$ cat src/rtl/mns_pkg.sv
package mns_pkg;

  localparam int unsigned MAX_NOTES_DEF = 64;

  localparam int unsigned TEMPO_W = 9;
  localparam int unsigned VALUE_W = 10;
  localparam int unsigned PITCH_W = 15;
  localparam int unsigned MS_W    = 22;
  localparam int unsigned DSR_W   = TEMPO_W + VALUE_W;

  // full length = LEN_NUM / (tempo * value), one quotient bit per step
  localparam logic [MS_W-1:0] LEN_NUM   = 22'd3840000;
  localparam int unsigned     DIV_STEPS = MS_W;
  localparam int unsigned     CNT_W     = $clog2(DIV_STEPS);

  // break = min(full * 15 / 100, 200); the cap applies from 1334 ms upwards
  localparam logic [MS_W-1:0] BREAK_CAP   = 22'd200;
  localparam logic [MS_W-1:0] BRK_BIG_LIM = 22'd1334;
  localparam int unsigned     BRK_X_W     = 15;
  localparam int unsigned     RECIP_SH    = 21;
  localparam logic [BRK_X_W-1:0] RECIP_M  = 15'd20972;
  localparam int unsigned     BRK_PROD_W  = 2 * BRK_X_W;

  localparam logic [TEMPO_W-1:0] TEMPO_RESET = 9'd120;

  localparam int unsigned CFG_AW = 3;
  localparam int unsigned CFG_DW = 32;
  localparam logic [CFG_AW-3:0] REG_TEMPO = 1'b0;

  typedef enum logic [1:0] {
    FUNC_CLEAR = 2'd0,
    FUNC_LOAD  = 2'd1,
    FUNC_TICK  = 2'd2
  } func_t;

  typedef struct packed {
    logic [1:0]         func;
    logic [VALUE_W-1:0] note_value;
    logic [PITCH_W-1:0] frequency_hz;
    logic               legato;
  } in_item_t;

  typedef struct packed {
    logic [PITCH_W-1:0] tone_hz;
    logic [MS_W-1:0]    play_ms;
  } out_item_t;

  typedef struct packed {
    logic [MS_W-1:0]    play;
    logic [MS_W-1:0]    total;
    logic [PITCH_W-1:0] pitch;
  } entry_t;

  typedef enum logic [2:0] {
    ST_IDLE,
    ST_MUL,
    ST_DIV,
    ST_BRK,
    ST_STORE,
    ST_EMIT
  } state_t;

  typedef struct packed {
    logic clear;
    logic capture;
    logic tick;
    logic rd;
    logic mul;
    logic div_step;
    logic brk;
    logic store;
    logic emit;
  } cmd_t;

  typedef struct packed {
    logic full;
    logic tick_hit;
    logic div_last;
    logic out_free;
  } sts_t;

endpackage

$ cat src/rtl/mns_ctrl.sv
module mns_ctrl import mns_pkg::*; (
  input  logic       clk,
  input  logic       rst_n,
  input  logic       in_valid,
  input  logic [1:0] in_func,
  input  sts_t       sts,
  output logic       in_stall,
  output cmd_t       cmd
);

  state_t state_r;
  state_t state_nxt;
  logic   accept;

  assign in_stall = (state_r != ST_IDLE);
  assign accept   = in_valid && !in_stall;

  always_ff @(posedge clk) begin
    if (!rst_n) begin
      state_r <= ST_IDLE;
    end else begin
      state_r <= state_nxt;
    end
  end

  always_comb begin
    state_nxt = state_r;
    unique case (state_r)
      ST_IDLE: begin
        if (accept) begin
          unique case (func_t'(in_func))
            FUNC_LOAD: begin
              if (!sts.full) state_nxt = ST_MUL;
            end
            FUNC_TICK: begin
              if (sts.tick_hit) state_nxt = ST_EMIT;
            end
            default: state_nxt = ST_IDLE;
          endcase
        end
      end
      ST_MUL:   state_nxt = ST_DIV;
      ST_DIV: begin
        if (sts.div_last) state_nxt = ST_BRK;
      end
      ST_BRK:   state_nxt = ST_STORE;
      ST_STORE: state_nxt = ST_IDLE;
      ST_EMIT: begin
        if (sts.out_free) state_nxt = ST_IDLE;
      end
      default:  state_nxt = ST_IDLE;
    endcase
  end

  always_comb begin
    cmd = '0;
    unique case (state_r)
      ST_IDLE: begin
        if (accept) begin
          unique case (func_t'(in_func))
            FUNC_CLEAR: cmd.clear = 1'b1;
            FUNC_LOAD:  cmd.capture = !sts.full;
            FUNC_TICK: begin
              cmd.tick = 1'b1;
              cmd.rd   = sts.tick_hit;
            end
            default: cmd = '0;
          endcase
        end
      end
      ST_MUL:   cmd.mul      = 1'b1;
      ST_DIV:   cmd.div_step = 1'b1;
      ST_BRK:   cmd.brk      = 1'b1;
      ST_STORE: cmd.store    = 1'b1;
      ST_EMIT:  cmd.emit     = sts.out_free;
      default:  cmd = '0;
    endcase
  end

endmodule

$ cat src/rtl/mns_dp.sv
module mns_dp import mns_pkg::*; #(
  parameter int unsigned MAX_NOTES = MAX_NOTES_DEF
) (
  input  logic               clk,
  input  logic               rst_n,
  input  logic [TEMPO_W-1:0] tempo,
  input  in_item_t           in_data,
  input  cmd_t               cmd,
  input  logic               out_stall,
  output sts_t               sts,
  output logic               out_valid,
  output out_item_t          out_data
);

  localparam int unsigned AW = (MAX_NOTES > 1) ? $clog2(MAX_NOTES) : 1;
  localparam int unsigned CW = $clog2(MAX_NOTES + 1);

  // captured note
  logic [VALUE_W-1:0] value_r;
  logic [PITCH_W-1:0] pitch_r;
  logic               legato_r;

  // length divider
  logic [DSR_W-1:0]   prod_r;
  logic [DSR_W-1:0]   rem_r;
  logic [MS_W-1:0]    dvd_r;
  logic [MS_W-1:0]    quo_r;
  logic [CNT_W-1:0]   cnt_r;
  logic [DSR_W-1:0]   dsr;
  logic [DSR_W:0]     rem_sh;
  logic [DSR_W:0]     rem_diff;
  logic               take;

  // break
  logic [BRK_X_W-1:0]    brk_x;
  logic [BRK_PROD_W-1:0] brk_prod_r;
  logic                  brk_big_r;
  logic [MS_W-1:0]       brk_ms;
  logic [MS_W-1:0]       play_ms;

  // store and sequencer
  entry_t            mem [MAX_NOTES];
  entry_t            rd_r;
  logic [CW-1:0]     count_r;
  logic [CW-1:0]     index_r;
  logic [MS_W-1:0]   wait_r;
  logic [MS_W-1:0]   wait_dec;
  logic              more;

  logic              out_valid_r;
  out_item_t         out_data_r;

  assign dsr      = (prod_r == '0) ? DSR_W'(1) : prod_r;
  assign rem_sh   = {rem_r, dvd_r[MS_W-1]};
  assign rem_diff = rem_sh - {1'b0, dsr};
  assign take     = (rem_sh >= {1'b0, dsr});

  assign brk_x   = (quo_r[BRK_X_W-1:0] << 4) - quo_r[BRK_X_W-1:0];
  assign brk_ms  = brk_big_r ? BREAK_CAP : MS_W'(brk_prod_r[BRK_PROD_W-1:RECIP_SH]);
  assign play_ms = legato_r ? quo_r : (quo_r - brk_ms);

  assign wait_dec = (wait_r != '0) ? (wait_r - MS_W'(1)) : wait_r;
  assign more     = (index_r < count_r);

  assign sts.full     = (count_r == CW'(MAX_NOTES));
  assign sts.tick_hit = (wait_dec == '0) && more;
  assign sts.div_last = (cnt_r == CNT_W'(DIV_STEPS - 1));
  assign sts.out_free = !out_valid_r || !out_stall;

  assign out_valid = out_valid_r;
  assign out_data  = out_data_r;

  always_ff @(posedge clk) begin
    if (cmd.capture) begin
      value_r  <= in_data.note_value;
      pitch_r  <= in_data.frequency_hz;
      legato_r <= in_data.legato;
    end
    if (cmd.mul) begin
      prod_r <= {{(DSR_W-TEMPO_W){1'b0}}, tempo} * {{(DSR_W-VALUE_W){1'b0}}, value_r};
      rem_r  <= '0;
      dvd_r  <= LEN_NUM;
    end
    if (cmd.div_step) begin
      rem_r <= take ? rem_diff[DSR_W-1:0] : rem_sh[DSR_W-1:0];
      quo_r <= {quo_r[MS_W-2:0], take};
      dvd_r <= {dvd_r[MS_W-2:0], 1'b0};
    end
    if (cmd.brk) begin
      brk_prod_r <= {{BRK_X_W{1'b0}}, brk_x} * {{BRK_X_W{1'b0}}, RECIP_M};
      brk_big_r  <= (quo_r >= BRK_BIG_LIM);
    end
    if (cmd.emit) begin
      out_data_r <= '{tone_hz: rd_r.pitch, play_ms: rd_r.play};
    end
  end

  always_ff @(posedge clk) begin
    if (cmd.store) begin
      mem[count_r[AW-1:0]] <= '{play: play_ms, total: quo_r, pitch: pitch_r};
    end
  end

  always_ff @(posedge clk) begin
    if (cmd.rd) begin
      rd_r <= mem[index_r[AW-1:0]];
    end
  end

  always_ff @(posedge clk) begin
    if (!rst_n) begin
      cnt_r       <= '0;
      count_r     <= '0;
      index_r     <= '0;
      wait_r      <= '0;
      out_valid_r <= 1'b0;
    end else begin
      if (cmd.mul) begin
        cnt_r <= '0;
      end else if (cmd.div_step) begin
        cnt_r <= cnt_r + CNT_W'(1);
      end

      if (cmd.clear) begin
        count_r <= '0;
        index_r <= '0;
        wait_r  <= '0;
      end else if (cmd.store) begin
        count_r <= count_r + CW'(1);
      end else if (cmd.tick) begin
        wait_r <= wait_dec;
        if ((wait_dec == '0) && !more) begin
          index_r <= '0;
        end
      end else if (cmd.emit) begin
        wait_r  <= rd_r.total;
        index_r <= index_r + CW'(1);
      end

      if (cmd.emit) begin
        out_valid_r <= 1'b1;
      end else if (!out_stall) begin
        out_valid_r <= 1'b0;
      end
    end
  end

endmodule

$ cat src/rtl/melody_note_sequencer_core.sv
// Melody note sequencer.
// Input channel (in_valid / in_stall / in_data): one beat carries a command.
//   Clear empties the note store and rewinds playback.
//   Load computes the note length by a 22-step restoring divider and writes
//   the store; in_stall stays high through the multiply, divide, break and
//   store states. A load into a full store is dropped.
//   Tick (one millisecond) counts down the wait; on a note start the
//   stored note is read and placed in the output register.
// Output channel (out_valid / out_stall / out_data): one beat per note start
//   carrying its pitch and play time, loaded in the emit state after the tick.
//   A stalled beat holds; further commands are still taken, and a second
//   note start waits (in_stall high) until the output register frees.
// APB port: tempo register at byte address 0, reads back, pready tied high.
//   Write it only while the block is idle.
// Reset (rst_n low, synchronous): empty store, index and wait zero,
//   tempo 120, output empty. The store itself is not cleared.
module melody_note_sequencer_core import mns_pkg::*; #(
  parameter int unsigned MAX_NOTES = MAX_NOTES_DEF
) (
  input  logic              clk,
  input  logic              rst_n,
  input  logic              in_valid,
  output logic              in_stall,
  input  in_item_t          in_data,
  output logic              out_valid,
  input  logic              out_stall,
  output out_item_t         out_data,
  input  logic              psel,
  input  logic              penable,
  input  logic              pwrite,
  input  logic [CFG_AW-1:0] paddr,
  input  logic [CFG_DW-1:0] pwdata,
  output logic [CFG_DW-1:0] prdata,
  output logic              pready
);

  logic [TEMPO_W-1:0] tempo_r;
  logic               reg_hit;
  cmd_t               cmd;
  sts_t               sts;

  // Register decode: word index lives above the byte offset
  assign reg_hit = (paddr[CFG_AW-1:2] == REG_TEMPO);
  assign pready  = 1'b1;
  assign prdata  = reg_hit ? CFG_DW'(tempo_r) : '0;

  always_ff @(posedge clk) begin
    if (!rst_n) begin
      tempo_r <= TEMPO_RESET;
    end else if (psel && penable && pwrite && pready && reg_hit) begin
      tempo_r <= pwdata[TEMPO_W-1:0];
    end
  end

  // Sequencer control: decode the beat, step the divider, hand out notes
  mns_ctrl u_ctrl (
    .clk      (clk),
    .rst_n    (rst_n),
    .in_valid (in_valid),
    .in_func  (in_data.func),
    .sts      (sts),
    .in_stall (in_stall),
    .cmd      (cmd)
  );

  // Arithmetic, note store, playback counters and output register
  mns_dp #(
    .MAX_NOTES (MAX_NOTES)
  ) u_dp (
    .clk       (clk),
    .rst_n     (rst_n),
    .tempo     (tempo_r),
    .in_data   (in_data),
    .cmd       (cmd),
    .out_stall (out_stall),
    .sts       (sts),
    .out_valid (out_valid),
    .out_data  (out_data)
  );

endmodule

$ cat config.mk
export PLATFORM = sky130hd
export DESIGN_NAME = melody_note_sequencer_core
export DESIGN_NICKNAME = d
export VERILOG_FILES = /design/src/rtl/mns_pkg.sv /design/src/rtl/mns_ctrl.sv /design/src/rtl/mns_dp.sv /design/src/rtl/melody_note_sequencer_core.sv
export SDC_FILE = /design/constraint.sdc
export NUM_CORES = 2
export LEC_CHECK = 0
export BUFFER_PORTS_ARGS = -buffer_cell sky130_fd_sc_hd__clkbuf_2
export CAP_MARGIN = 10
export CORE_ASPECT_RATIO = 0.7
export CORE_MARGIN = 1.5
export CORE_UTILIZATION = 45
export CTS_BUF_LIST = sky130_fd_sc_hd__clkbuf_8
export DETAILED_ROUTE_END_ITERATION = 7
export PLACE_DENSITY = 0.68
export SETUP_SLACK_MARGIN = 0.4
export SLEW_MARGIN = 20
export SYNTH_ARGS = -nofsm -noshare
export SYNTH_HDL_FRONTEND = slang
export SYNTH_SLANG_ARGS = --single-unit
$ cat constraint.sdc
create_clock -name clk -period 8.5 [get_ports clk]
set_clock_uncertainty 0.1 [all_clocks]
set_input_delay 0.85 -clock clk [delete_from_list [all_inputs] [get_ports clk]]
set_output_delay 0.85 -clock clk [all_outputs]
set_load 0.01 [all_outputs]
* Yosys cells after proc, flatten, opt, wreduce, memory -nomap -nowiden
Memory sizes are Yosys's and may differ from the RTL's. A register that Yosys moved wholly into a read port is not among the register bits.
Cells that the tools add are included.
** Storage, ports and cells
- Bits of input ports :: 70
- Logic and storage cells :: 112
- Memories :: 1
- Output and inout bits :: 72
- Register bits :: 217
- Memory bits (writable) :: 3776
** Cells by class
- Add/sub/neg operators :: 7
- Reductions and logical operators :: 25
- Magnitude comparators :: 3
- Mux-type cells :: 36
- Bitwise gates (word level) :: 3
- $mul :: 2
- Equal/unequal tests :: 16
** Memory list
- u_dp.mem :: words 64, width 59, rd ports 1, clocked after memory_dff 1, wr ports 1, RTL line mns_dp.sv:42 : entry_t mem [MAX_NOTES];
** Operator list (count)
- 22-bit two-way mux :: 6
- 19-bit two-way mux :: 4
- 15-bit by 13-bit multiplier with 28-bit output, second input constant :: 1
- 9-bit two-way mux :: 3
- 22-bit by 11-bit greater-or-equal comparator with 1-bit output, second input constant :: 1
- 22-bit logical NOT :: 1
- 22-bit nonzero test :: 1
- 22-bit by 1-bit subtractor with 22-bit output, second input constant :: 1
- 22-bit subtractor :: 1
- 7-bit two-way mux :: 3
- 20-bit by 19-bit greater-or-equal comparator with 1-bit output :: 1
- 19-bit logical NOT :: 1
- 9-bit by 10-bit multiplier with 19-bit output :: 1
- 19-bit subtractor :: 1
- 3-bit two-way mux :: 5
- 3-bit one-hot mux with 5 select lines :: 1
- 15-bit subtractor :: 1
- 7-bit by 1-bit adder with 7-bit output, second input constant :: 2
- 1-bit one-hot mux with 2 select lines :: 5
- 2-bit by 1-bit != test with 1-bit output, second input constant :: 4
- 7-bit == test, second input constant :: 1
- 7-bit < comparator :: 1
- 3-bit by 2-bit == test with 1-bit output, second input constant :: 2
- 3-bit == test, second input constant :: 2
- 24 further kinds :: 42

* Depth between registers and ports, before layout
- Depth in word-level cells :: 9
- Gate-level depth with buffers :: 29
- Mapped depth without buffers :: 28

* Hierarchy
Synthesis repeated with hierarchy kept, for this count alone.
** Unflattened totals
- Cells, all modules :: 7161
- Area, all modules :: 161408.6 um2
** Modules (own cells, without submodules)
- mns_dp :: seq. area each 120325.4 um2, times used 1, cells each 7051, area an instance 160451.4 um2
- melody_note_sequencer_core :: seq. area each 180.2 um2, times used 1, cells each 74, area an instance 649.4 um2
- mns_ctrl :: seq. area each 60.1 um2, times used 1, cells each 36, area an instance 307.8 um2

* Worst setup path after synthesis
No wires, ideal clock.
- Kind :: register to register
- From :: register u_dp.quo_r[9]
- To :: register u_dp.brk_prod_r[29], data pin
- Buffers on the path :: 2
- Slack :: 0.359 ns
- Setup time :: 0.260 ns
- Data required time :: 8.140 ns
- Stages on the path, launching flop included :: 30
- Arrival :: 7.781 ns
- Clock period less this slack :: 8.141 ns
- Cells stage by stage :: edfxtp_1 -> clkbuf_1 -> inv_1 -> ha_1 -> buf_1 -> nand4_1 -> o2111ai_1 -> a21o_1 -> a21oi_1 -> xnor2_1 -> inv_1 -> xnor2_1 -> ha_1 -> a21o_1 -> ha_1 -> fa_1 -> inv_1 -> fa_1 -> inv_1 -> fa_1 -> ha_1 -> a21oi_1 -> o21ai_0 -> a2111oi_0 -> a211oi_1 -> a211oi_1 -> o2111ai_1 -> a21o_1 -> a21oi_1 -> xnor2_1
** On the way
- Longest elaborated chain between the ends :: 2
** RTL lines
- start, declared :: RTL line mns_dp.sv:27 : logic [MS_W-1:0] quo_r;
- start signal, assigned :: RTL line mns_dp.sv:86 : quo_r <= {quo_r[MS_W-2:0], take};
- 15-bit subtractor :: RTL line mns_dp.sv:58 : assign brk_x = (quo_r[BRK_X_W-1:0] << 4) - quo_r[BRK_X_W-1:0];
- 15-bit by 13-bit multiplier with 28-bit output :: RTL line mns_dp.sv:90 : brk_prod_r <= {{BRK_X_W{1'b0}}, brk_x} * {{BRK_X_W{1'b0}}, RECIP_M};
- end signal, assigned :: RTL line mns_dp.sv:90
- end, declared :: RTL line mns_dp.sv:36 : logic [BRK_PROD_W-1:0] brk_prod_r;
No other way between the ends.
A chain may end at the register's enable or synchronous reset.

* Final worst setup path
- From :: register u_dp.quo_r[0]
- To :: register u_dp.brk_prod_r[29], data pin
The elaborated chain is that of the path after synthesis.

==> flow_summary.yaml <==
floorplan:
  io_pins: 142
  die_w_microns: 718
  placementRows: 183
  start_util_pct: 45.3
  coreArea_sq_mm: 0.356
  die_y_microns: 504
  die_area_sq_mm: 0.362
yosys:
  synth_mux_area_share_pct: 17.4
  synthAdderAreaFrac_pct: 3.02
  synth-seq-cells: 4033
  synth_top_family_by_area: "multiplexers"
  synth_xor_area_share_pct: 0.505
  synthFlopType: "edfxtp_1"
  ys_types: 78
  syn-cell-area_sq_mm: 0.161
  synthArstFlopShare_pct: 0
  synth-simple-area-share_pct: 1.73
  netlist_instances: 7149
  synth_edf_count: 3979
  synth_compound_area_share_pct: 1.08
  seq_area_frac_synth_pct: 74.8
  syn_area_per_cell_sq_um: 22.6
  synth_warnings: 0
worst_setup_path:
  cpLargestDelayFamily: "compound AO/OA/AOI/OAI gates"
  worstPathArrival_ns: 8.34
  path_class: "reg -> reg"
  cp.depth: 26
  slowest_delay_ns: 0.54
  critical_path_required_ns: 9.19
  ff2ff_path_depth: 26
  path_buf_inv: 3
  critPathLaunchType: "flop"
  path_max_fanout: 7
  critPathCaptureType: "flop"
  cpMostUsedCell: "ha_1"
  cp_slowest_cell: "fa_1"
power:
  peakVddDrop_mv: 0.393
  intPower_mw: 32.0
  powerDensity_mw_per_mm2: 242
  combPwrFrac_pct: 16.0
  sequentialPowerShare_pct: 51.3
  power.switching_mw: 11.7
  power.leakage_nw: 56.3
  sw_frac_of_total_pct: 26.7
  clkPwrFrac_pct: 32.6
layout:
  syn2layout_area_growth_pct: 11.7
  drive_above_1_share_pct: 29.3
  nNetsFinal: 8178
  fill_cells: 27700
drt:
  drtPass1Iterations: 6
  drc: 0
  drt-initial-drc-count: 12400
  wl_per_cell_microns: 32.9
  vias: 80600
  finalWirelength_mm: 426
  antenna_left: 0
  vias_per_cell: 6.23
job:
  cap_violations: 0
clock_network:
  cts_tree: "done"
  clock_latency_ns: 1.10
  postCtsSetupBuffers: 0
  cts.sinks: 4033
  cts_inserted_buffers: 595
  cts_root_buf: "clkbuf_8"
  clk_path_buf_depth: 4
  clk_pin_slew_worst_paths_ns: 0.07
  htreeDepth: 6
timing:
  hold_viol: 0
  tightest_slew_ns: 1.22
  max_freq_ghz: 0.131
  period_needed_ns: 7.65
  fin_setup_tns_ns: 0
  slew_violations: 0
  relSlewSlack_pct: 18.5
  setup_ws_ns: 0.855
  setup_viol: 0
  rsz0062_at_grt: "no"
  finalCritPeriodShare_pct: 89.9
place:
  dp_slack_ns: 0.0916
  place_hpwl_mm: 221
  gp_congestion: 0.854
  io_buffers: 92
global_routing:
  antenna_found_initial: 22
  grt_pass1_vias: 78900
  grt_first_pass_wirelength_mm: 595
  grt.total_usage_pct: 23.1
  grt.overflow.total: 0
  grt_max_degree: 148
worst_hold_path:
  min_path_cells: 2
  holdCritPathClass: "in -> reg"
status:
  outcome: "finished clean"
==> timing repair <==
item | CTS | global route
hold buffers | 40 | 0
gates resized for setup | 4 | 4
hold endpoints to repair | 36 | 0
endpoints found under the setup margin | 5 | 4
pin swaps | 0 | 1
==> cell usage after synthesis, drive strengths merged (22+ instances only) <==
cell type | count | area [sq um]
edfxtp | 3979 | 119000
mux4 | 1239 | 27900
clkbuf | 257 | 965
inv | 251 | 942
ha | 196 | 2450
nor2 | 167 | 629
nand2 | 142 | 533
fa | 121 | 2420
buf | 99 | 477
a21oi | 75 | 375
o21ai | 62 | 310
xnor2 | 61 | 534
dfxtp | 54 | 1080
and2 | 47 | 295
nand3 | 47 | 235
nor3 | 32 | 171
xor2 | 32 | 280
nor4 | 24 | 169
a21o | 22 | 165
==> worst register-to-register path, delay by kind of cell (launching register included) <==
kind                       cells  cell delay, ns
AOI/OAI and AO/OA             13            3.31
xor gates and xnor gates       3            0.48
DFF                            1            0.48
adders and majority gates      7            2.70
buffers and inverters          3            0.30
==> path summary, 6_finish.rpt <==
| path | from | slack, ns | end |
|---|---|---|---|
| max | u_dp.quo_r[0]$_DFFE_PP_ | 0.85 | u_dp.brk_prod_r[29]$_DFFE_PP_ |
| min | rst_n | 0.15 | u_dp.out_valid$_SDFFE_PN0P_ |
| max reg2reg | u_dp.quo_r[0]$_DFFE_PP_ | 0.85 | u_dp.brk_prod_r[29]$_DFFE_PP_ |
| min reg2reg | u_dp.rd_r[7]$_DFFE_PP_ | 0.28 | u_dp.out_data[29]$_DFFE_PP_ |
==> power by group through the flow <==
| stage | Clock (mW) | Sequential, mW | Combinational, mW |
|---|---|---|---|
| after floorplan | 0 | 22.9 | 4.83 |
| after detailed placement | 0 | 22.8 | 6.76 |
| after global routing | 15.3 | 22.4 | 7.96 |
| after global placement | 0 | 22.8 | 6.80 |
| after CTS | 14.5 | 22.4 | 7.03 |
| final | 14.2 | 22.4 | 6.99 |
==> per-layer routing <==
layer | track usage [%] | vias up | wire, microns | part of all wire, %
li1 | - | 31200 | - | -
met1 | 35.7 | 43100 | 175000 | 41
met2 | 32.8 | 5560 | 185000 | 43
met3 | 6.12 | 657 | 55200 | 13
met4 | 5.72 | 4 | 10600 | 2.5
met5 | 0 | - | 26 | 0.0061
==> flip-flops by register name, indices dropped and copies added, names as in the netlist, 9 cells and up <==
name	cells
tempo_r	9
u_dp.brk_prod_r	9
u_dp.dvd_r	11
u_dp.mem	3776
u_dp.out_data	37
u_dp.pitch_r	15
u_dp.prod_r	19
u_dp.quo_r	22
u_dp.rd_r	59
u_dp.rem_r	19
u_dp.value_r	10
u_dp.wait_r	22
==> metrics by stage <==
| step | cells | power, mW | hold slack, ns | util, % | instance area (sq um) |
|---|---|---|---|---|---|
| 2_1_floorplan | 7171 | 27.7 | 0.300 | - | 161000 |
| 3_3_place_gp | 11900 | 29.6 | 0.305 | 47.5 | 169000 |
| 3_5_place_dp | 11900 | 29.6 | 0.305 | 47.5 | 169000 |
| 4_1_cts | 12900 | 43.9 | 0.0231 | 50.6 | 180000 |
| 5_1_grt | 12900 | 45.6 | 0.127 | 50.6 | 180000 |
| 6_report | 12900 | 43.6 | 0.149 | 50.6 | 180000 |
==> area by class of cell <==
| type | instances | area [sq um] | share of cell area [%] |
|---|---|---|---|
| flip-flops and latches | 4033 | 121000 | 67.0 |
| multi-input cells | 2527 | 39100 | 21.7 |
| clock buffers | 608 | 8370 | 4.65 |
| well taps | 4717 | 5900 | 3.28 |
| repair buffers | 379 | 3080 | 1.71 |
| clock inverters | 412 | 2030 | 1.13 |
| inverters | 255 | 960 | 0.533 |
| diodes | 3 | 7.51 | 0.00417 |
==> cell usage in the layout (no fill, tap or decap), types with 22 or more instances in the layout <==
master and n:
dfxtp_1 48, a21oi_1 72, a21o_1 22, inv_1 444
nand3_1 47, nor2_1 103, clkinv_2 42, conb_1 24
and2_1 46, ha_1 196, nor3_1 31, dlygate4sd3_1 40
mux4_2 1239, buf_4 221, nand2_1 142, clkbuf_8 608
edfxtp_1 3979, o21ai_0 58, xnor2_1 45, clkbuf_2 92
nor2_4 63, xor2_1 32, fa_1 121, clkinv_1 127
==> cells by family (layout without fill, tap and decap cells) <==
kind of cell,after synthesis,count (layout)
adder cells (fa/ha/maj),317,317
flip-flops,4033,4033
AO/OA/AOI/OAI,270,270
buffers and inverters,611,1654
other,2,27
XOR/XNOR,93,93
multiplexers,1254,1254
AND/OR/NAND/NOR,569,569
(Power assumes the default switching activity.)
